File: src/rtl/htfp_pkg.sv
// Shared types, widths and register codes for the head-tracked frustum projection block.
package htfp_pkg;

  localparam int DATA_W  = 32;
  localparam int NUM_W   = 35;
  localparam int DEN_W   = 33;
  localparam int WIDE_W  = 64;
  localparam int QUO_W   = 32;
  localparam int LANES   = 6;
  localparam int IDX_W   = 3;
  localparam int FRAC_BITS_DEFAULT = 16;

  localparam logic [IDX_W-1:0] REG_LEFT   = 3'd0;
  localparam logic [IDX_W-1:0] REG_RIGHT  = 3'd1;
  localparam logic [IDX_W-1:0] REG_BOTTOM = 3'd2;
  localparam logic [IDX_W-1:0] REG_TOP    = 3'd3;
  localparam logic [IDX_W-1:0] REG_NEAR   = 3'd4;
  localparam logic [IDX_W-1:0] REG_FAR    = 3'd5;

  localparam logic [DATA_W-1:0] SAT_MAX = 32'h7FFF_FFFF;
  localparam logic [DATA_W-1:0] SAT_MIN = 32'h8000_0000;

  typedef struct packed {
    logic signed [NUM_W-1:0]  num_xs;
    logic signed [NUM_W-1:0]  num_xo;
    logic signed [NUM_W-1:0]  num_ys;
    logic signed [NUM_W-1:0]  num_yo;
    logic signed [NUM_W-1:0]  num_ds;
    logic signed [WIDE_W-1:0] prod;
    logic signed [DEN_W-1:0]  den_w;
    logic signed [DEN_W-1:0]  den_h;
    logic signed [DEN_W-1:0]  den_d;
    logic                     err_x;
    logic                     err_y;
    logic                     err_d;
  } job_t;

  typedef struct packed {
    logic full;
    logic empty;
  } qstat_t;

endpackage

File: src/rtl/htfp_front.sv
// Front end: configuration registers, item intake and numerator/divisor preparation.
module htfp_front
  import htfp_pkg::*;
(
  input  logic                     clk,
  input  logic                     rst,
  input  logic                     start,
  output logic                     busy,
  input  logic signed [DATA_W-1:0] eye_x,
  input  logic signed [DATA_W-1:0] eye_y,
  input  logic signed [DATA_W-1:0] eye_z,
  input  logic                     cfg_valid,
  output logic                     cfg_ready,
  input  logic [IDX_W-1:0]         cfg_index,
  input  logic [DATA_W-1:0]        cfg_data,
  input  qstat_t                   qstat,
  output logic                     push,
  output job_t                     job
);

  logic signed [DATA_W-1:0] left, right, bottom, top, near, far;
  logic                     s1_valid;
  logic                     accept;
  job_t                     job_c;
  logic signed [NUM_W-1:0]  l_e, r_e, b_e, t_e, n_e, f_e, x_e, y_e, z_e;

  assign cfg_ready = 1'b1;
  assign busy      = s1_valid && qstat.full;
  assign accept    = start && !busy;
  assign push      = s1_valid && !qstat.full;

  always_ff @(posedge clk) begin
    if (rst) begin
      left   <= '0;
      right  <= '0;
      bottom <= '0;
      top    <= '0;
      near   <= '0;
      far    <= '0;
    end else if (cfg_valid && cfg_ready) begin
      case (cfg_index)
        REG_LEFT:   left   <= cfg_data;
        REG_RIGHT:  right  <= cfg_data;
        REG_BOTTOM: bottom <= cfg_data;
        REG_TOP:    top    <= cfg_data;
        REG_NEAR:   near   <= cfg_data;
        REG_FAR:    far    <= cfg_data;
        default: ;
      endcase
    end
  end

  always_comb begin
    l_e = NUM_W'(left);
    r_e = NUM_W'(right);
    b_e = NUM_W'(bottom);
    t_e = NUM_W'(top);
    n_e = NUM_W'(near);
    f_e = NUM_W'(far);
    x_e = NUM_W'(eye_x);
    y_e = NUM_W'(eye_y);
    z_e = NUM_W'(eye_z);
    job_c.num_xs = z_e + z_e;
    job_c.num_xo = r_e + l_e - x_e - x_e;
    job_c.num_ys = z_e + z_e;
    job_c.num_yo = t_e + b_e - y_e - y_e;
    job_c.num_ds = -(f_e + n_e);
    job_c.prod   = WIDE_W'(far) * WIDE_W'(near);
    job_c.den_w  = DEN_W'(r_e - l_e);
    job_c.den_h  = DEN_W'(t_e - b_e);
    job_c.den_d  = DEN_W'(f_e - n_e);
    job_c.err_x  = (eye_z == '0) || (near == '0) || (right == left);
    job_c.err_y  = (eye_z == '0) || (near == '0) || (top == bottom);
    job_c.err_d  = (far == near);
  end

  always_ff @(posedge clk) begin
    if (rst) begin
      s1_valid <= 1'b0;
    end else if (accept) begin
      s1_valid <= 1'b1;
    end else if (push) begin
      s1_valid <= 1'b0;
    end
  end

  always_ff @(posedge clk) begin
    if (accept) begin
      job <= job_c;
    end
  end

endmodule

File: config.mk
export PLATFORM = sky130hd
export DESIGN_NAME = htfp_front
export DESIGN_NICKNAME = d
export VERILOG_FILES = /design/src/rtl/htfp_pkg.sv /design/src/rtl/htfp_front.sv
export SDC_FILE = /design/constraint.sdc
export NUM_CORES = 2
export LEC_CHECK = 0
export ABC_AREA = 1
export BUFFER_PORTS_ARGS = -buffer_cell sky130_fd_sc_hd__clkbuf_2
export CAP_MARGIN = 20
export CORE_AREA = 2 2 489 491
export DETAILED_ROUTE_END_ITERATION = 6
export DIE_AREA = 0 0 491 493
export PLACE_DENSITY = 0.45
export SLEW_MARGIN = 20
export SYNTH_ARGS = -nofsm -noshare
export SYNTH_HDL_FRONTEND = slang
export SYNTH_SLANG_ARGS = --single-unit
File: constraint.sdc
create_clock -name clk -period 17 [get_ports clk]
set_input_delay 0.85 -clock clk [delete_from_list [all_inputs] [get_ports clk]]
set_output_delay 0.85 -clock clk [all_outputs]
set_load 0.05 [all_outputs]
==> flow_summary.json <==
{
  "gp_congestion": 0.908,
  "cts_resized": 0,
  "drive_gt1_share_pct": 8.32,
  "end_kind": "flop",
  "outcome": "complete, no violations",
  "cap_violations": 0,
  "use_met2_pct": 36.6,
  "dp_slack_ns": 7.74,
  "avgViaCountPerCell": 4.63,
  "syn_to_final_growth_pct": 10.9,
  "synth_ff_type": "edfxtp_1",
  "fmax_mhz": 108,
  "hold_violations": 0,
  "finalSetupTns_ns": 0,
  "critPathKind": "flop to flop",
  "critical_path.top_delay_family": "adder cells",
  "top_usage_layer": "met2",
  "crit_end": "job[157]",
  "grt_util_met1_pct": 29.7,
  "r2r-start": "far[31]",
  "die_w_um": 491,
  "cp-start-kind": "flop",
  "syn-instance-count": 8886,
  "overflow": 0,
  "fillers": 25500,
  "postCtsHoldBufs": 0,
  "arrival_ns": 9.62,
  "dp_hpwl_um": 213000,
  "period_minus_slack_ns": 9.22,
  "drt_iter0_drc": 4033,
  "clock-sinks": 494,
  "cts_buffer_depth": 3,
  "drv_slew": 0,
  "finalSetupViolCount": 0,
  "h-tree-depth": 2,
  "grt_max_degree": 113,
  "async_flop_share_pct": 0,
  "synth_area_um2": 70800,
  "min_period_over_period_pct": 54.2,
  "root_buffer": "clkbuf_16",
  "cp_max_fo": 19,
  "power_uw": 4740,
  "route.detailed.drc": 0,
  "finClkSkew_ns": 0.112,
  "peakVddDrop_mv": 0.0773,
  "clk_latency_ns": 0.76,
  "antenna_found_initial": 23,
  "seq_area_frac_synth_pct": 18.2,
  "die_h_um": 493,
  "core_area_um2": 237000,
  "setup_ws_ns": 7.78,
  "io_buffers": 476,
  "maxSlewHeadroom_pct": 21.6,
  "ys_ff_latch": 494,
  "io_pins": 481,
  "vias": 57500,
  "hold_ws_ns": 0.287,
  "timing.rr.end": "job[157]",
  "grt_pass1_wl_um": 395000,
  "grt_pass1_vias": 60600,
  "cts_tree": "done",
  "die_area_um2": 242000,
  "r2r_cells": 27,
  "critPathMaxStageDelay_ns": 0.98,
  "startpoint": "far[31]",
  "num_rows": 179,
  "first_pass_iters": 6,
  "stdcell_count": 12400,
  "tightest_slew_ns": 1.17,
  "start_util_pct": 29.9,
  "p_per_area_nw_per_um2": 60.4,
  "dp.cells": 12300,
  "cp.depth": 27,
  "clk_pin_slew_ns": 0.06,
  "antenna_left": 0,
  "p_leak_uw": 0.0437,
  "synth.yosys.warnings": 0,
  "netlist-cell-type-count": 49,
  "rrSetupSlack_ns": 7.78,
  "cts_made_buffers": 60,
  "synth_edf_count": 301,
  "cts_setup_buffers": 0,
  "cpMaxStageDelayCell": "fa_1",
  "crit_required_ns": 17.40,
  "grt_usage_pct": 21.7,
  "wl_um": 262000,
  "wl_per_cell_um": 21.1,
  "nets": 10900,
  "worst-path-buf-inv": 9,
  "synth.avg_cell_area_um2": 7.96,
  "hold_path_class": "input port to flop",
  "rsz0062_at_grt": "no",
  "grt_use_met3_pct": 3.10
}
metrics by stage:
step | instance area (um^2) | util, %
final | 78500 | 33.1
after global placement | 76400 | 32.3
after CTS | 78500 | 33.1
after detailed placement | 76400 | 32.3
after floorplan | 70800 | -
after global routing | 78500 | 33.1
worst min path at each step:
stage,from,end,slack (ns),cells past startpoint
after floorplan,s1_valid,s1_valid,0.45,2
after global placement,s1_valid,s1_valid,0.46,2
after detailed placement,s1_valid,s1_valid,0.49,2
after CTS,eye_z[1],job[238],0.23,1
after global routing,eye_z[14],job[251],0.25,1
final,eye_z[1],job[238],0.29,1
registers in the layout, indices dropped and copies added, names as in the netlist:
register,cells
near,32
top,32
far,32
s1_valid,1
job,301
bottom,32
right,32
left,32
area by class of cell:
type                       instances  area (um^2)  area share (%)
multi-input combinational       5723        47700            60.8
sequential                       494        12900            16.4
antenna                            1         2.50         0.00319
timing repair buffer             549         2940            3.74
tap                             3167         3960            5.05
inverter                        2379         8930            11.4
clock inverter                    31          360           0.459
clock buffer                      81         1690            2.15
synthesized netlist by cell type, drive strengths merged (21+ instances only):
library cell | n | area share, %
o21bai | 56 | 0.59
a211oi | 190 | 2.0
ha | 444 | 7.8
nor3 | 69 | 0.56
edfxtp | 301 | 13
dfxtp | 193 | 5.5
fa | 1152 | 33
a21o | 29 | 0.31
nand3 | 240 | 1.8
nand4 | 71 | 0.63
nor4 | 21 | 0.19
inv | 2377 | 13
buf | 44 | 0.45
o21ai | 142 | 1.1
clkbuf | 247 | 1.3
nor2 | 631 | 3.5
nand2 | 2162 | 12
a21oi | 279 | 2.0
xor2 | 141 | 1.7
where the power goes:
| part | total [uW] | switching (uW) | internal (uW) | leakage (uW) |
|---|---|---|---|---|
| Sequential | 1510 | 61.7 | 1450 | 0.00451 |
| Clock | 1350 | 582 | 764 | 0.000990 |
| Combinational | 1890 | 1420 | 465 | 0.0382 |
| Total | 4740 | 2060 | 2680 | 0.0437 |
metal layers:
layer,wire length [um],vias to the layer above
met5,125,-
met4,4960,20
met3,14300,225
met2,124000,1448
met1,119000,28800
li1,-,27000
cell families after synthesis:
| logic type | share of synthesized area (%) |
|---|---|
| flops | 18.2 |
| buf+inv | 14.4 |
| compound gates | 6.44 |
| fa+ha+maj | 40.4 |
| xor+xnor | 1.97 |
| simple gates | 18.5 |
| other cells | 0.0106 |
worst reg2reg max path, stage by stage, from the launching register on:
cell     delay, ns
dfxtp_1       0.90
buf_4         0.44
nand2_1       0.23
inv_1         0.15
fa_1          0.40
inv_1         0.26
fa_1          0.47
inv_1         0.24
fa_1          0.51
fa_1          0.99
inv_1         0.52
fa_1          0.62
inv_1         0.06
fa_1          0.53
inv_1         0.05
fa_1          0.47
inv_1         0.05
fa_1          0.46
ha_1          0.43
nand2_1       0.15
nor2_1        0.23
nand2_1       0.10
inv_1         0.17
nand2_1       0.08
nor3_1        0.13
nand2_1       0.13
nand4_1       0.12
nand2_1       0.07
cell usage in the layout (no fill, tap or decap), types with 15 or more instances in the layout:
cell type / Yosys / layout
inv_1: 2362 / 2362
nand2_1: 2136 / 2136
fa_1: 1152 / 1152
nor2_1: 605 / 604
clkbuf_2: 0 / 475
ha_1: 444 / 444
edfxtp_1: 301 / 301
a21oi_1: 271 / 271
nand3_1: 225 / 224
a211oi_1: 190 / 190
dfxtp_1: 193 / 187
xor2_1: 141 / 141
o21ai_0: 116 / 116
buf_4: 41 / 73
nand4_1: 71 / 71
clkbuf_16: 0 / 61
nor3_1: 59 / 59
o21bai_1: 56 / 56
a21o_1: 28 / 28
nand2_2: 24 / 24
nor2_2: 22 / 22
nor4_1: 21 / 21
nand3b_1: 19 / 19
xnor2_1: 18 / 18
nand3_2: 15 / 16
o21ai_1: 15 / 15
a21boi_0: 15 / 15
(Power assumes the default switching activity.)
