===== config.mk =====
export PLATFORM = sky130hd
export DESIGN_NAME = htfp_queue
export DESIGN_NICKNAME = d
export VERILOG_FILES = /design/src/rtl/htfp_pkg.sv /design/src/rtl/htfp_queue.sv
export SDC_FILE = /design/constraint.sdc
export NUM_CORES = 1
export LEC_CHECK = 0
export BUFFER_PORTS_ARGS = -buffer_cell sky130_fd_sc_hd__buf_4
export CAP_MARGIN = 20
export CORE_AREA = 4 4 269 271
export DETAILED_ROUTE_END_ITERATION = 8
export DIE_AREA = 0 0 273 275
export PLACE_DENSITY = 0.58
export RECOVER_POWER = 100
export SLEW_MARGIN = 20
export SYNTH_ARGS = -nofsm -noshare
export SYNTH_HDL_FRONTEND = slang
export SYNTH_SLANG_ARGS = --single-unit
export TNS_END_PERCENT = 20

===== constraint.sdc =====
create_clock -name clk -period 63.4 [get_ports clk]
set_clock_uncertainty 0.15 [all_clocks]
set_input_delay 19.02 -clock clk [delete_from_list [all_inputs] [get_ports clk]]
set_output_delay 19.02 -clock clk [all_outputs]
set_load 0.01 [all_outputs]

===== src/rtl/htfp_pkg.sv =====
// Shared types, widths and register codes for the head-tracked frustum projection block.
package htfp_pkg;

  localparam int DATA_W  = 32;
  localparam int NUM_W   = 35;
  localparam int DEN_W   = 33;
  localparam int WIDE_W  = 64;
  localparam int QUO_W   = 32;
  localparam int LANES   = 6;
  localparam int IDX_W   = 3;
  localparam int FRAC_BITS_DEFAULT = 16;

  localparam logic [IDX_W-1:0] REG_LEFT   = 3'd0;
  localparam logic [IDX_W-1:0] REG_RIGHT  = 3'd1;
  localparam logic [IDX_W-1:0] REG_BOTTOM = 3'd2;
  localparam logic [IDX_W-1:0] REG_TOP    = 3'd3;
  localparam logic [IDX_W-1:0] REG_NEAR   = 3'd4;
  localparam logic [IDX_W-1:0] REG_FAR    = 3'd5;

  localparam logic [DATA_W-1:0] SAT_MAX = 32'h7FFF_FFFF;
  localparam logic [DATA_W-1:0] SAT_MIN = 32'h8000_0000;

  typedef struct packed {
    logic signed [NUM_W-1:0]  num_xs;
    logic signed [NUM_W-1:0]  num_xo;
    logic signed [NUM_W-1:0]  num_ys;
    logic signed [NUM_W-1:0]  num_yo;
    logic signed [NUM_W-1:0]  num_ds;
    logic signed [WIDE_W-1:0] prod;
    logic signed [DEN_W-1:0]  den_w;
    logic signed [DEN_W-1:0]  den_h;
    logic signed [DEN_W-1:0]  den_d;
    logic                     err_x;
    logic                     err_y;
    logic                     err_d;
  } job_t;

  typedef struct packed {
    logic full;
    logic empty;
  } qstat_t;

endpackage


===== src/rtl/htfp_queue.sv =====
// Two-entry queue of prepared jobs between the front and back ends.
module htfp_queue
  import htfp_pkg::*;
(
  input  logic   clk,
  input  logic   rst,
  input  logic   push,
  input  job_t   din,
  input  logic   pop,
  output job_t   dout,
  output qstat_t qstat
);

  job_t       mem [2];
  logic       wptr, rptr;
  logic [1:0] count;

  assign qstat.full  = count == 2'd2;
  assign qstat.empty = count == 2'd0;
  assign dout        = mem[rptr];

  always_ff @(posedge clk) begin
    if (rst) begin
      wptr  <= 1'b0;
      rptr  <= 1'b0;
      count <= '0;
    end else begin
      if (push) begin
        wptr <= !wptr;
      end
      if (pop) begin
        rptr <= !rptr;
      end
      count <= count + {1'b0, push} - {1'b0, pop};
    end
  end

  always_ff @(posedge clk) begin
    if (push) begin
      mem[wptr] <= din;
    end
  end

endmodule


==> reports/qor.yml, run 1 <==
yosys:
  synth_area_um2: 26070
  avgSynthCellArea_um2: 24.09
  post_synth_num_cell_types: 14
  synth_fp_nets: 1429
  ys_ff_latch: 687
  yosys_warnings: 0
  synth_cells: 1082
  ys_seq_area_frac: 0.7895
routing:
  drt_iter0_markers: 743
  vias: 12970
  drc_errors: 0
  post_drt_via_cell_ratio: 4.597
  ant_nets: 0
  wl_mm: 66.17
  drtPass1Iterations: 5
  wl_per_cell_um: 23.45
setup_path:
  worstPathCellList: "clkbuf_1 -> clkbuf_1 -> clkbuf_1 -> mux2_1 -> buf_4"
  worst-path-buf-inv: 4
  worstPathArrival_ns: 10.01
  slowest_delay_ns: 2.61
  critical_path_class: "reg2out"
  crit_path_frequent_cell: "clkbuf_1"
  slowest_stage: "clkbuf_1"
  start_kind: "flop"
  crit_family: "buffers and inverters"
  required_ns: 44.23
  cp-end-kind: "output pin"
  crit_fanout: 61
clock_network:
  clock_path_buffers: 3
  cts_buffers: 75
  cts_resized: 0
  cts_root_buffer: "clkbuf_16"
  clk_pin_slew_ns: 0.06
  htreeDepth: 3
  insertion_delay_ns: 0.60
  hold_buffers: 0
  clock_sinks: 687
  cts_setup_buffers: 0
  cts_tree: "yes"
final_layout:
  layout_common_cells: "edfxtp_1, buf_4, mux2_1, clkbuf_4, clkbuf_1"
  area_growth_pct: 25.67
  drive_gt1_frac: 0.3671
  fin_util: 0.4694
  multiInputGateArea_um2: 3975
  final_common_cell: "edfxtp_1"
  regArea_um2: 20580
  nets: 2169
  layout.cells.non_filler: 2821
  nFillCells: 6185
timing:
  post-route-period-util: 0.4603
  timing.final.ws_setup_ns: 34.22
  fin_setup_tns_ns: 0
  slew_headroom: -5.236
  rsz0062_at_grt: "no"
  fmax_ghz: 0.03427
  period_needed_ns: 29.18
  worstMarginPinSlew_ns: 9.355
  setup_violations: 0
  finalHoldViolCount: 0
  drv_slew: 1054
placement:
  post-place-ws_ns: 40.07
  dp_cells: 2685
  gp_congestion: 0.8039
  dp_hpwl_mm: 47.34
  numPortBuffers: 687
floorplan:
  rows: 97
  dieArea_um2: 75080
  initial_core_util: 0.3735
  io_pins: 688
  die_h_um: 275
  die_x_um: 273
  core-area_um2: 69790
pwr:
  peakVddDrop_v: 0.00002521
  p_leak_nw: 11.74
  p_per_area_nw_per_um2: 33.01
global_route:
  grt_overflow: 0
  grt_start_max_net_pins: 161
  grt_pass1_wl_mm: 92.04
  grt_usage: 0.1663
  antenna_found_initial: 23
  grt_pass1_vias: 13810
run:
  cap_violations: 17
outcome:
  status: "complete, but fails checks"
  violations: "max-capacitance violations, max-slew violations"
worst_hold_path:
  min_path_type: "reg2reg"
==> cell usage after synthesis <==
cell type / instances / area (µm²)
inv_1: 2 / 7.510
ha_1: 2 / 25.02
nor2b_1: 3 / 18.77
dfxtp_1: 5 / 100.1
buf_2: 5 / 25.02
buf_6: 21 / 236.5
mux2_2: 51 / 574.3
edfxtp_1: 682 / 20480
buf_8: 12 / 180.2
nor2_1: 5 / 18.77
mux2_4: 290 / 4354
xnor3_1: 1 / 22.52
xnor2_1: 2 / 17.52
and2_1: 1 / 6.260
==> per-stage QoR <==
step | power (mW) | hold slack, ns | cell area, µm²
3_3_place_gp | 0.6982 | 0.3512 | 32090
6_report | 1.081 | 0.3922 | 32760
3_5_place_dp | 0.7006 | 0.3847 | 32090
4_1_cts | 1.120 | 0.4015 | 34450
2_1_floorplan | 0.6375 | 0.3299 | 26070
5_1_grt | 1.125 | 0.4316 | 32750
==> worst reg2reg max path: stages (launching register included) <==
cell and delay, ns:
dfxtp_1 0.33, nor2b_1 1.60, clkbuf_1 2.90, clkbuf_1 1.96, clkbuf_1 3.10
==> routing by layer <==
metal  vias up  track usage  routed length [µm]
met4        32      0.05024                1563
met3       132      0.08704                8414
li1       5828            -                   -
met1      6412       0.1757               22810
met2       564       0.2898               33150
met5         -            0                 225
==> cell families (layout without fill, tap and decap cells) <==
| group | count (synthesis) | count (layout) | synth area share |
|---|---|---|---|
| xor+xnor | 3 | 3 | 0.001536 |
| mux | 341 | 341 | 0.1891 |
| flops | 687 | 687 | 0.7895 |
| buf+inv | 40 | 832 | 0.01723 |
| simple gates | 9 | 9 | 0.001680 |
| fa+ha+maj | 2 | 2 | 0.0009599 |
| other cells | 0 | 7 | 0 |
==> sequential cells by signal, summed over array words and instances (netlist names), named ones only <==
signal and count:
count 2, mem 682, rptr 1, wptr 1
==> final timing paths <==
kind / start / endpoint / slack, ns / cells after the start
worst min-delay path: rptr / rptr / 0.39 / 2
worst min register to register: rptr / rptr / 0.39 / 2
worst max-delay path: flop / dout[127] / 34.22 / 5
worst max register to register: wptr / mem[0][65] / 52.76 / 4
==> where the power goes <==
part	leakage [nW]	total [mW]	switching (mW)	internal [mW]
logic	4.15	0.122	0.0659	0.0566
clock network	1.15	0.417	0.170	0.247
registers	6.44	0.542	0.00678	0.535
==> final cells by class <==
class	count	share of cell area
Timing Repair Buffer	701	0.1417
Clock buffer	97	0.06207
Antenna cell	7	0.0005347
Tap cell	940	0.03590
Clock inverter	32	0.009931
Inverter	2	0.0002292
Multi-Input combinational cell	355	0.1213
Sequential cell	687	0.6282
No activity file was read; power rests on OpenSTA's default activity.
==> run 2, diff against run 1 <==
CORE_AREA = 4 4 263 265   (was 4 4 269 271)
DIE_AREA = 0 0 267 269   (was 0 0 273 275)
PLACE_DENSITY = 0.6   (was 0.58)
clock period = 28.4 ns   (was 63.4 ns; I/O delays follow)
==> run 2 against run 1 <==
The run still ends with max-capacitance violations, max-slew violations left. Sequential cell count did not move. Largest power group unchanged. First-iteration DRC count grew 19%. Power is 120% higher. Critical endpoint is now mem[1][214]. Routed wire length shrank 1.6%. Via count hardly changed. Combinational power rose by 120%. Die area is 4.3% lower. Sequential power up 130%. Clock-buffer cell count is 11 lower. Clock power increased by 120%. Sequential share of layout area rose by 0.29 points.
==> reports/qor.yml, run 2 (synthesized netlist as in run 1, its figures left out) <==
routing:
  drt_iter0_markers: 886  # +19%
  ant_nets: 0  # unchanged
  wl_mm: 65.13  # -1.6%
  vias: 12980  # +0.062%
  post_drt_via_cell_ratio: 4.720  # +2.7%
  wl_per_cell_um: 23.69  # +1.0%
  drc_errors: 0  # unchanged
  drtPass1Iterations: 5  # unchanged
setup_path:
  required_ns: 28.14  # -16.09 ns
  critical_path_class: "in2reg"
  cp-end-kind: "flop"
  worstPathArrival_ns: 18.82  # +8.81 ns
  start_kind: "primary input"
  crit_fanout: 164  # +170%
global_route:
  grt_pass1_vias: 13810  # -0.058%
  antenna_found_initial: 25  # +8.7%
  grt_overflow: 0  # unchanged
  grt_usage: 0.1715  # +0.005230
  grt_start_max_net_pins: 173  # +7.5%
  grt_pass1_wl_mm: 90.25  # -1.9%
timing:
  fmax_ghz: 0.05241
  rsz0062_at_grt: "no"
  slew_headroom: -5.672  # -0.4355
  finalHoldViolCount: 0  # unchanged
  setup_violations: 0  # unchanged
  drv_slew: 1044  # -0.95%
  holdWs_ns: 0.3618  # -0.03040 ns
  worstMarginPinSlew_ns: 10.01  # +0.6532 ns
  post-route-period-util: 0.6718
  timing.final.ws_setup_ns: 9.320  # -24.90 ns
  period_needed_ns: 19.08
  fin_setup_tns_ns: 0  # unchanged
placement:
  dp_hpwl_mm: 47.05  # -0.60%
  post-place-ws_ns: 15.55  # -24.52 ns
  place_area_um2: 32010  # -0.25%
  numPortBuffers: 687  # unchanged
  dp_cells: 2615  # -2.6%
  gp_congestion: 0.8053  # +0.17%
pwr:
  p_per_area_nw_per_um2: 74.31  # +130%
  p_total_mw: 2.423  # +120%
  peakVddDrop_v: 0.00005387  # +110%
  p_leak_nw: 11.68  # -0.54%
final_layout:
  layout_common_cells: "edfxtp_1, buf_4, mux2_1, clkbuf_4, clkbuf_1"
  nets: 2165  # -0.18%
  area_growth_pct: 25.09
  final_common_cell: "edfxtp_1"
  reg_top3: "mem: 682 flops, count: 2 flops"
  drive_gt1_frac: 0.3601  # -0.007044
  top_register: "mem"
  layout.cells.non_filler: 2749  # -2.6%
  largest_reg_flops: 682  # unchanged
  design_area_um2: 32610  # -0.46%
  fin_util: 0.4881  # +0.01872
clock_network:
  cts_tree: "yes"
  clock_path_buffers: 3  # unchanged
  clock_sinks: 687  # unchanged
  htreeDepth: 3  # unchanged
  clk_pin_slew_ns: 0.06  # about the same
  insertion_delay_ns: 0.58  # -0.02 ns
  cts_setup_buffers: 0  # unchanged
  cts_buffers: 74  # -1.3%
  hold_buffers: 0  # unchanged
  cts_resized: 0  # unchanged
  cts_root_buffer: "clkbuf_16"
floorplan:
  dieArea_um2: 71820  # -4.3%
  initial_core_util: 0.3902  # +0.01669
  die_x_um: 267  # -2.2%
  core-area_um2: 66800  # -4.3%
  io_pins: 688  # unchanged
  die_h_um: 269  # -2.2%
  rows: 95  # -2.1%
run:
  cap_violations: 13  # -4
outcome:
  status: "complete, but fails checks"
  violations: "max-capacitance violations, max-slew violations"
worst_hold_path:
  min_path_type: "reg2reg"
run 2: area by class of cell:
cell class / instances / area (µm²)
fillers: 5945 / 34190
repair buffers: 698 / 4568
diodes: 7 / 17.52
inverters: 2 / 7.507
clock buffers: 86 / 1918
multi-input cells: 355 / 3975
well taps: 873 / 1092
clock inverters: 41 / 449.2
flip-flops and latches: 687 / 20580
run 2: worst max-delay path: stages:
cell and delay, ns:
clkbuf_1 0.18, and2_0 3.09, clkbuf_1 6.68
run 2: power by group:
group,switching [mW],internal (mW)
Sequential,0.0174,1.20
Clock,0.377,0.558
Combinational,0.143,0.125
Total,0.538,1.89
run 2: path summary, 6_finish.rpt:
kind | depth (start not counted) | to | start | slack [ns]
max | 3 | mem[1][214] | push | 9.32
max reg2reg | 2 | mem[1][214] | wptr | 17.09
min | 2 | rptr | rptr | 0.36
min reg2reg | 2 | rptr | rptr | 0.36
run 2: per-layer routing:
layer,share of wire,wire length [µm],GRT usage
met1,0.35,22820,0.1836
met2,0.50,32760,0.2984
met4,0.024,1541,0.05326
met5,0.0031,204,0
met3,0.12,7811,0.08669
