File: src/rtl/htfp_pkg.sv
// Shared types, widths and register codes for the head-tracked frustum projection block.
package htfp_pkg;

  localparam int DATA_W  = 32;
  localparam int NUM_W   = 35;
  localparam int DEN_W   = 33;
  localparam int WIDE_W  = 64;
  localparam int QUO_W   = 32;
  localparam int LANES   = 6;
  localparam int IDX_W   = 3;
  localparam int FRAC_BITS_DEFAULT = 16;

  localparam logic [IDX_W-1:0] REG_LEFT   = 3'd0;
  localparam logic [IDX_W-1:0] REG_RIGHT  = 3'd1;
  localparam logic [IDX_W-1:0] REG_BOTTOM = 3'd2;
  localparam logic [IDX_W-1:0] REG_TOP    = 3'd3;
  localparam logic [IDX_W-1:0] REG_NEAR   = 3'd4;
  localparam logic [IDX_W-1:0] REG_FAR    = 3'd5;

  localparam logic [DATA_W-1:0] SAT_MAX = 32'h7FFF_FFFF;
  localparam logic [DATA_W-1:0] SAT_MIN = 32'h8000_0000;

  typedef struct packed {
    logic signed [NUM_W-1:0]  num_xs;
    logic signed [NUM_W-1:0]  num_xo;
    logic signed [NUM_W-1:0]  num_ys;
    logic signed [NUM_W-1:0]  num_yo;
    logic signed [NUM_W-1:0]  num_ds;
    logic signed [WIDE_W-1:0] prod;
    logic signed [DEN_W-1:0]  den_w;
    logic signed [DEN_W-1:0]  den_h;
    logic signed [DEN_W-1:0]  den_d;
    logic                     err_x;
    logic                     err_y;
    logic                     err_d;
  } job_t;

  typedef struct packed {
    logic full;
    logic empty;
  } qstat_t;

endpackage

File: src/rtl/htfp_div.sv
// Radix-2 restoring divider lane giving a 32-bit quotient with an overflow flag.
module htfp_div
  import htfp_pkg::*;
(
  input  logic              clk,
  input  logic              rst,
  input  logic              start,
  input  logic [WIDE_W-1:0] num,
  input  logic [DEN_W-1:0]  den,
  output logic              done,
  output logic [QUO_W-1:0]  quo,
  output logic              ovf
);

  logic [DEN_W-1:0] rem;
  logic [QUO_W-1:0] low;
  logic [DEN_W-1:0] dsr;
  logic [4:0]       cnt;
  logic             run;
  logic [DEN_W:0]   trial;
  logic             fits;

  assign trial = {rem, low[QUO_W-1]};
  assign fits  = trial >= {1'b0, dsr};

  always_ff @(posedge clk) begin
    if (rst) begin
      run  <= 1'b0;
      done <= 1'b0;
      cnt  <= '0;
    end else begin
      done <= run && (cnt == 5'd31);
      if (start) begin
        run <= 1'b1;
        cnt <= '0;
      end else if (run) begin
        cnt <= cnt + 5'd1;
        if (cnt == 5'd31) begin
          run <= 1'b0;
        end
      end
    end
  end

  always_ff @(posedge clk) begin
    if (start) begin
      rem <= {1'b0, num[WIDE_W-1:QUO_W]};
      low <= num[QUO_W-1:0];
      dsr <= den;
      ovf <= {1'b0, num[WIDE_W-1:QUO_W]} >= den;
    end else if (run) begin
      low <= {low[QUO_W-2:0], 1'b0};
      quo <= {quo[QUO_W-2:0], fits};
      if (fits) begin
        rem <= DEN_W'(trial - {1'b0, dsr});
      end else begin
        rem <= trial[DEN_W-1:0];
      end
    end
  end

endmodule

File: src/rtl/htfp_back.sv
// Back end: six divider lanes, sign handling, saturation and the result strobe.
module htfp_back
  import htfp_pkg::*;
#(
  parameter int FRAC_BITS = FRAC_BITS_DEFAULT
)(
  input  logic              clk,
  input  logic              rst,
  input  qstat_t            qstat,
  input  job_t              job,
  output logic              pop,
  output logic              result_valid,
  output logic [DATA_W-1:0] m_xscale,
  output logic [DATA_W-1:0] m_xoffset,
  output logic [DATA_W-1:0] m_yscale,
  output logic [DATA_W-1:0] m_yoffset,
  output logic [DATA_W-1:0] m_depth_scale,
  output logic [DATA_W-1:0] m_depth_offset,
  output logic              div_error
);

  typedef enum logic [2:0] {
    S_IDLE  = 3'b001,
    S_START = 3'b010,
    S_RUN   = 3'b100
  } state_t;

  state_t state, state_next;

  logic [WIDE_W-1:0] mag  [LANES];
  logic [DEN_W-1:0]  dmag [LANES];
  logic [LANES-1:0]  neg;
  logic [LANES-1:0]  bad;
  logic [LANES-1:0]  done;
  logic [QUO_W-1:0]  quo  [LANES];
  logic [LANES-1:0]  ovf;
  logic [DATA_W-1:0] res  [LANES];
  logic              all_done;

  logic signed [NUM_W-1:0] nums [5];
  logic signed [DEN_W-1:0] dens [5];
  logic [NUM_W-1:0]        nmag [5];
  logic [WIDE_W-2:0]       pmag;

  assign pop      = (state == S_IDLE) && !qstat.empty;
  assign all_done = &done;

  always_comb begin
    state_next = state;
    case (state)
      S_IDLE:  if (!qstat.empty) state_next = S_START;
      S_START: state_next = S_RUN;
      S_RUN:   if (all_done) state_next = S_IDLE;
      default: state_next = S_IDLE;
    endcase
  end

  always_ff @(posedge clk) begin
    if (rst) begin
      state        <= S_IDLE;
      result_valid <= 1'b0;
    end else begin
      state        <= state_next;
      result_valid <= (state == S_RUN) && all_done;
    end
  end

  assign nums[0] = job.num_xs;
  assign nums[1] = job.num_xo;
  assign nums[2] = job.num_ys;
  assign nums[3] = job.num_yo;
  assign nums[4] = job.num_ds;
  assign dens[0] = job.den_w;
  assign dens[1] = job.den_w;
  assign dens[2] = job.den_h;
  assign dens[3] = job.den_h;
  assign dens[4] = job.den_d;

  always_comb begin
    for (int i = 0; i < 5; i++) begin
      nmag[i] = nums[i][NUM_W-1] ? NUM_W'(-nums[i]) : NUM_W'(nums[i]);
    end
    pmag = job.prod[WIDE_W-1] ? (WIDE_W-1)'(-job.prod) : (WIDE_W-1)'(job.prod);
  end

  always_ff @(posedge clk) begin
    if (pop) begin
      for (int i = 0; i < 5; i++) begin
        mag[i]  <= WIDE_W'(nmag[i]) << FRAC_BITS;
        dmag[i] <= dens[i][DEN_W-1] ? DEN_W'(-dens[i]) : DEN_W'(dens[i]);
        neg[i]  <= nums[i][NUM_W-1] ^ dens[i][DEN_W-1];
      end
      mag[5]  <= {pmag, 1'b0};
      dmag[5] <= job.den_d[DEN_W-1] ? DEN_W'(-job.den_d) : DEN_W'(job.den_d);
      neg[5]  <= !job.prod[WIDE_W-1] ^ job.den_d[DEN_W-1];
      bad     <= {job.err_d, job.err_d, job.err_y, job.err_y, job.err_x, job.err_x};
    end
  end

  for (genvar g = 0; g < LANES; g++) begin : g_lane
    htfp_div u_div (
      .clk   (clk),
      .rst   (rst),
      .start (state == S_START),
      .num   (mag[g]),
      .den   (dmag[g]),
      .done  (done[g]),
      .quo   (quo[g]),
      .ovf   (ovf[g])
    );

    always_comb begin
      if (bad[g] || (ovf[g] && !neg[g])) begin
        res[g] = SAT_MAX;
      end else if (ovf[g]) begin
        res[g] = SAT_MIN;
      end else if (neg[g]) begin
        res[g] = (quo[g] > SAT_MIN) ? SAT_MIN : DATA_W'(-quo[g]);
      end else begin
        res[g] = quo[g][QUO_W-1] ? SAT_MAX : quo[g];
      end
    end
  end

  always_ff @(posedge clk) begin
    if ((state == S_RUN) && all_done) begin
      m_xscale       <= res[0];
      m_xoffset      <= res[1];
      m_yscale       <= res[2];
      m_yoffset      <= res[3];
      m_depth_scale  <= res[4];
      m_depth_offset <= res[5];
      div_error      <= |bad;
    end
  end

endmodule

File: config.mk
export PLATFORM = sky130hd
export DESIGN_NAME = htfp_back
export DESIGN_NICKNAME = d
export VERILOG_FILES = /design/src/rtl/htfp_pkg.sv /design/src/rtl/htfp_div.sv /design/src/rtl/htfp_back.sv
export SDC_FILE = /design/constraint.sdc
export NUM_CORES = 2
export LEC_CHECK = 0
export ABC_AREA = 1
export BUFFER_PORTS_ARGS = -buffer_cell sky130_fd_sc_hd__buf_4
export CAP_MARGIN = 10
export CELL_PAD_IN_SITES_DETAIL_PLACEMENT = 0
export CELL_PAD_IN_SITES_GLOBAL_PLACEMENT = 1
export CORE_ASPECT_RATIO = 1.5
export CORE_MARGIN = 2
export CORE_UTILIZATION = 42
export CTS_BUF_LIST = sky130_fd_sc_hd__clkbuf_8
export DETAILED_ROUTE_END_ITERATION = 10
export MAX_ROUTING_LAYER = met4
export PLACE_DENSITY_LB_ADDON = 0.25
export SLEW_MARGIN = 20
export SYNTH_ARGS = -nofsm -noshare
export SYNTH_HDL_FRONTEND = slang
export SYNTH_SLANG_ARGS = --single-unit
File: constraint.sdc
create_clock -name clk -period 28.4 [get_ports clk]
set_clock_uncertainty 0.15 [all_clocks]
set_input_delay 1.42 -clock clk [delete_from_list [all_inputs] [get_ports clk]]
set_output_delay 1.42 -clock clk [all_outputs]
set_load 0.01 [all_outputs]
==> out/qor_table.md <==
| Quantity | Value | Unit |
| --- | --- | --- |
| Footprint of the flip-flops and latches | 35200 | um^2 |
| Hold Violations, Final | 0 | - |
| Max H-tree Level | 4 | - |
| Least-Margin Pin Slew | 1.07 | ns |
| Max rail drop VDD | 0.0413 | mV |
| Maximum cell stage delay along the critical path | 0.71 | ns |
| Number of maximum-capacitance constraint violations | 0 | - |
| Endpoint class of the critical path | flip-flop | - |
| Hold Worst Slack | 0.297 | ns |
| Setup Fix Bufs, Post-CTS | 0 | - |
| Wire length reported by the detailed router | 247 | mm |
| Max Transition Viols Final | 0 | - |
| Number of flops mapped to enable cells by yosys | 1139 | - |
| Overall die area | 188000 | um^2 |
| CP required | 28.90 | ns |
| Layout Area Growth over Synthesis | 13.3 | % |
| Via count normalized by instance count | 5.16 | - |
| Number of standard cells in the layout, taps in and fillers out | 12900 | - |
| Static leakage power | 38.6 | nW |
| Nature of the critical path startpoint | flip-flop | - |
| Max Buffers Root-to-Sink | 4 | - |
| Number of warning messages in the yosys log | 0 | - |
| TritonCTS clock tree | yes | - |
| Initial core utilization | 0.422 | - |
| Library cell used as clock root buffer | sky130_fd_sc_hd__clkbuf_8 | - |
| RSZ-0062 raised after global routing | no | - |
| Most common cell after layout, fill and taps aside | sky130_fd_sc_hd__nand2_1 | - |
| Fillers | 18400 | - |
| Remaining antenna violation count after routing | 0 | - |
| First-pass iteration count of the detailed router | 6 | - |
| Buffers and inverters on the worst path | 1 | - |
| CP arrival | 4.46 | ns |
| Clock input transition at the sequential cells of the worst setup and hold paths | 0.06 | ns |
| Mean routed wirelength per cell | 19.1 | um |
| Proportion of layout cells with a drive suffix above 1 | 0.101 | - |
| Ratio of total power to cell area | 51.5 | nW/um^2 |
| Placed inst area | 83900 | um^2 |
| DRC violation count after routing | 0 | - |
| Path category of the worst min-delay check | reg -> reg | - |
| Final critical delay including setup and external delays | 3.96 | ns |
| Area inside the core boundary | 184000 | um^2 |
| Post-synthesis sequential area ratio | 0.455 | - |
| Post-synthesis cell area | 77500 | um^2 |
| Number of antenna violations at the first check in global routing | 4 | - |
| Post-detail-place hpwl | 190 | mm |
| Number of vias in the routed layout | 66400 | - |
| Starting DRT DRC Count | 4335 | - |
| Total congestion overflow | 0 | - |
| Post-CTS resize count | 0 | - |
| Port Buffer Count | 538 | - |
| Number of clock buffers inserted by TritonCTS | 203 | - |
| Clk Latency, worst-skew pair | 0.94 | ns |
| Synth Net Count | 10400 | - |
| Die width | 355 | um |
| Largest net degree at the start of global routing | 128 | - |
| CTS Sinks | 1191 | - |
| Max-slew headroom at the worst pin | 0.284 | - |
| CTS Hold Bufs | 0 | - |
| Achievable Freq | 253 | MHz |
| Setup TNS | 0 | ns |
| Biggest fanout along the worst timing path | 40 | - |
| Count of pins on the block boundary | 540 | - |
| CP delay by family, top | simple AND/OR/NAND/NOR gates | - |
| Outcome | complete, no violations | - |
| Vias in the first global route | 65700 | - |
| Category of the most critical setup path | reg -> reg | - |
| Global-route wire length before repair | 375 | mm |
| Total routing resource utilization after global routing | 0.263 | - |
| Commonest cells after routing, fill and taps aside | 2964 x sky130_fd_sc_hd__nand2_1, 1244 x sky130_fd_sc_hd__inv_1, 1139 x sky130_fd_sc_hd__edfxtp_1, 935 x sky130_fd_sc_hd__nor2_1, 663 x sky130_fd_sc_hd__nand3_1 | - |
| Die height | 530 | um |
| Final weighted congestion in routability-driven placement | 0.945 | - |
| Count of standard-cell rows | 193 | - |
| Area occupied by multi-input gates | 36600 | um^2 |
| Post-layout net count | 11000 | - |
| Share of flip-flops with an asynchronous set or reset | 0 | - |
| Cell total after placement | 12500 | - |
| Leading register cell type out of synthesis | sky130_fd_sc_hd__edfxtp_1 | - |
| Cell area after layout | 87900 | um^2 |
| List of cells traversed by the critical path | ha_1 -> inv_1 -> fa_1 -> nand4_1 -> nand3_2 -> nand2_1 -> nand3_2 -> nand2_1 -> nand2_2 -> o21ai_0 -> nor2_1 | - |
| Per-instance average area after synthesis | 7.96 | um^2 |
| Number of storage elements in the synthesis netlist | 1191 | - |
| CP max-delay cell | sky130_fd_sc_hd__nand2_2 | - |
| Count of endpoints failing setup in the final report | 0 | - |
| Post-route clock period utilization | 0.139 | - |
| Synth cell types | 59 | - |
| Synthesized instance count | 9738 | - |
## sequential cells by signal (all words and copies together) (netlist names), 99 cells and up
name,count
g_lane.u_div.quo,192
g_lane.u_div.dsr,99
mag,238
g_lane.u_div.rem,198
dmag,99
g_lane.u_div.low,111
## cell families after synthesis
kind of cell,after synthesis,share of synthesized area
and+or+nand+nor,5269,0.290
buffers and inverters,1465,0.0740
DFF,1191,0.455
AOI/OAI and AO/OA,1008,0.0720
xor gates and xnor gates,447,0.0505
adders and majority gates,358,0.0584
## metrics by stage
step	total power, mW	setup slack (ns)	util
global placement	3.01	24.14	0.457
CTS	4.58	24.40	0.478
global route	4.76	24.08	0.478
floorplan	2.77	11.10	-
finish	4.52	24.44	0.478
detailed placement	3.02	24.09	0.457
## where the power goes
group | switching, mW | internal, mW
Combinational | 0.567 | 0.285
Sequential | 0.0578 | 2.07
Clock | 0.756 | 0.784
## path summary, 6_finish.rpt
kind	startpoint	endpoint	slack, ns	cells after the start
max	g_lane[3].u_div.dsr[0]	g_lane[3].u_div.rem[27]	24.44	11
min	g_lane[2].u_div.quo[1]	g_lane[2].u_div.quo[2]	0.30	0
max reg2reg	g_lane[3].u_div.dsr[0]	g_lane[3].u_div.rem[27]	24.44	11
min reg2reg	g_lane[2].u_div.quo[1]	g_lane[2].u_div.quo[2]	0.30	0
## routing by layer
metal | vias up | GRT usage | share of wire
met4 | 0 | 0.116 | 0.048
met3 | 464 | 0.0331 | 0.044
li1 | 33300 | - | -
met2 | 1679 | 0.471 | 0.51
met1 | 30900 | 0.291 | 0.40
met5 | - | - | 0
## cell type report
class                           count  share of cell area
Inverter                         1222              0.0523
Tap cell                         2437              0.0347
Timing Repair Buffer              590              0.0510
Clock buffer                      212              0.0332
Antenna cell                        3           0.0000855
Clock inverter                    144              0.0103
Sequential cell                  1191               0.401
Multi-Input combinational cell   7082               0.417
## cell usage after synthesis (all sizes together) (2+ instances only)
| library cell | count | area, um^2 |
|---|---|---|
| nand2 | 2995 | 11300 |
| inv | 1222 | 4590 |
| edfxtp | 1139 | 34200 |
| nor2 | 992 | 3920 |
| nand3 | 687 | 3560 |
| a21oi | 458 | 2320 |
| o21ai | 378 | 1960 |
| ha | 352 | 4400 |
| xor2 | 288 | 2520 |
| nor3 | 187 | 991 |
| nand4 | 186 | 1170 |
| xnor2 | 159 | 1390 |
| clkbuf | 157 | 589 |
| nand3b | 124 | 931 |
| buf | 86 | 559 |
| nor4 | 54 | 338 |
| dfxtp | 52 | 1040 |
| a31oi | 40 | 250 |
| o21bai | 39 | 293 |
| a22oi | 23 | 223 |
| o21a | 20 | 150 |
| or2 | 20 | 125 |
| o31ai | 18 | 140 |
| nor3b | 12 | 90.1 |
| a211oi | 11 | 82.6 |
| o211ai | 7 | 52.6 |
| and2 | 6 | 37.5 |
| fa | 6 | 120 |
| and3 | 5 | 31.3 |
| a21boi | 4 | 30.0 |
| o41ai | 4 | 35.0 |
| a21o | 2 | 15.0 |
Note: power is estimated with default switching activity, not from simulation.
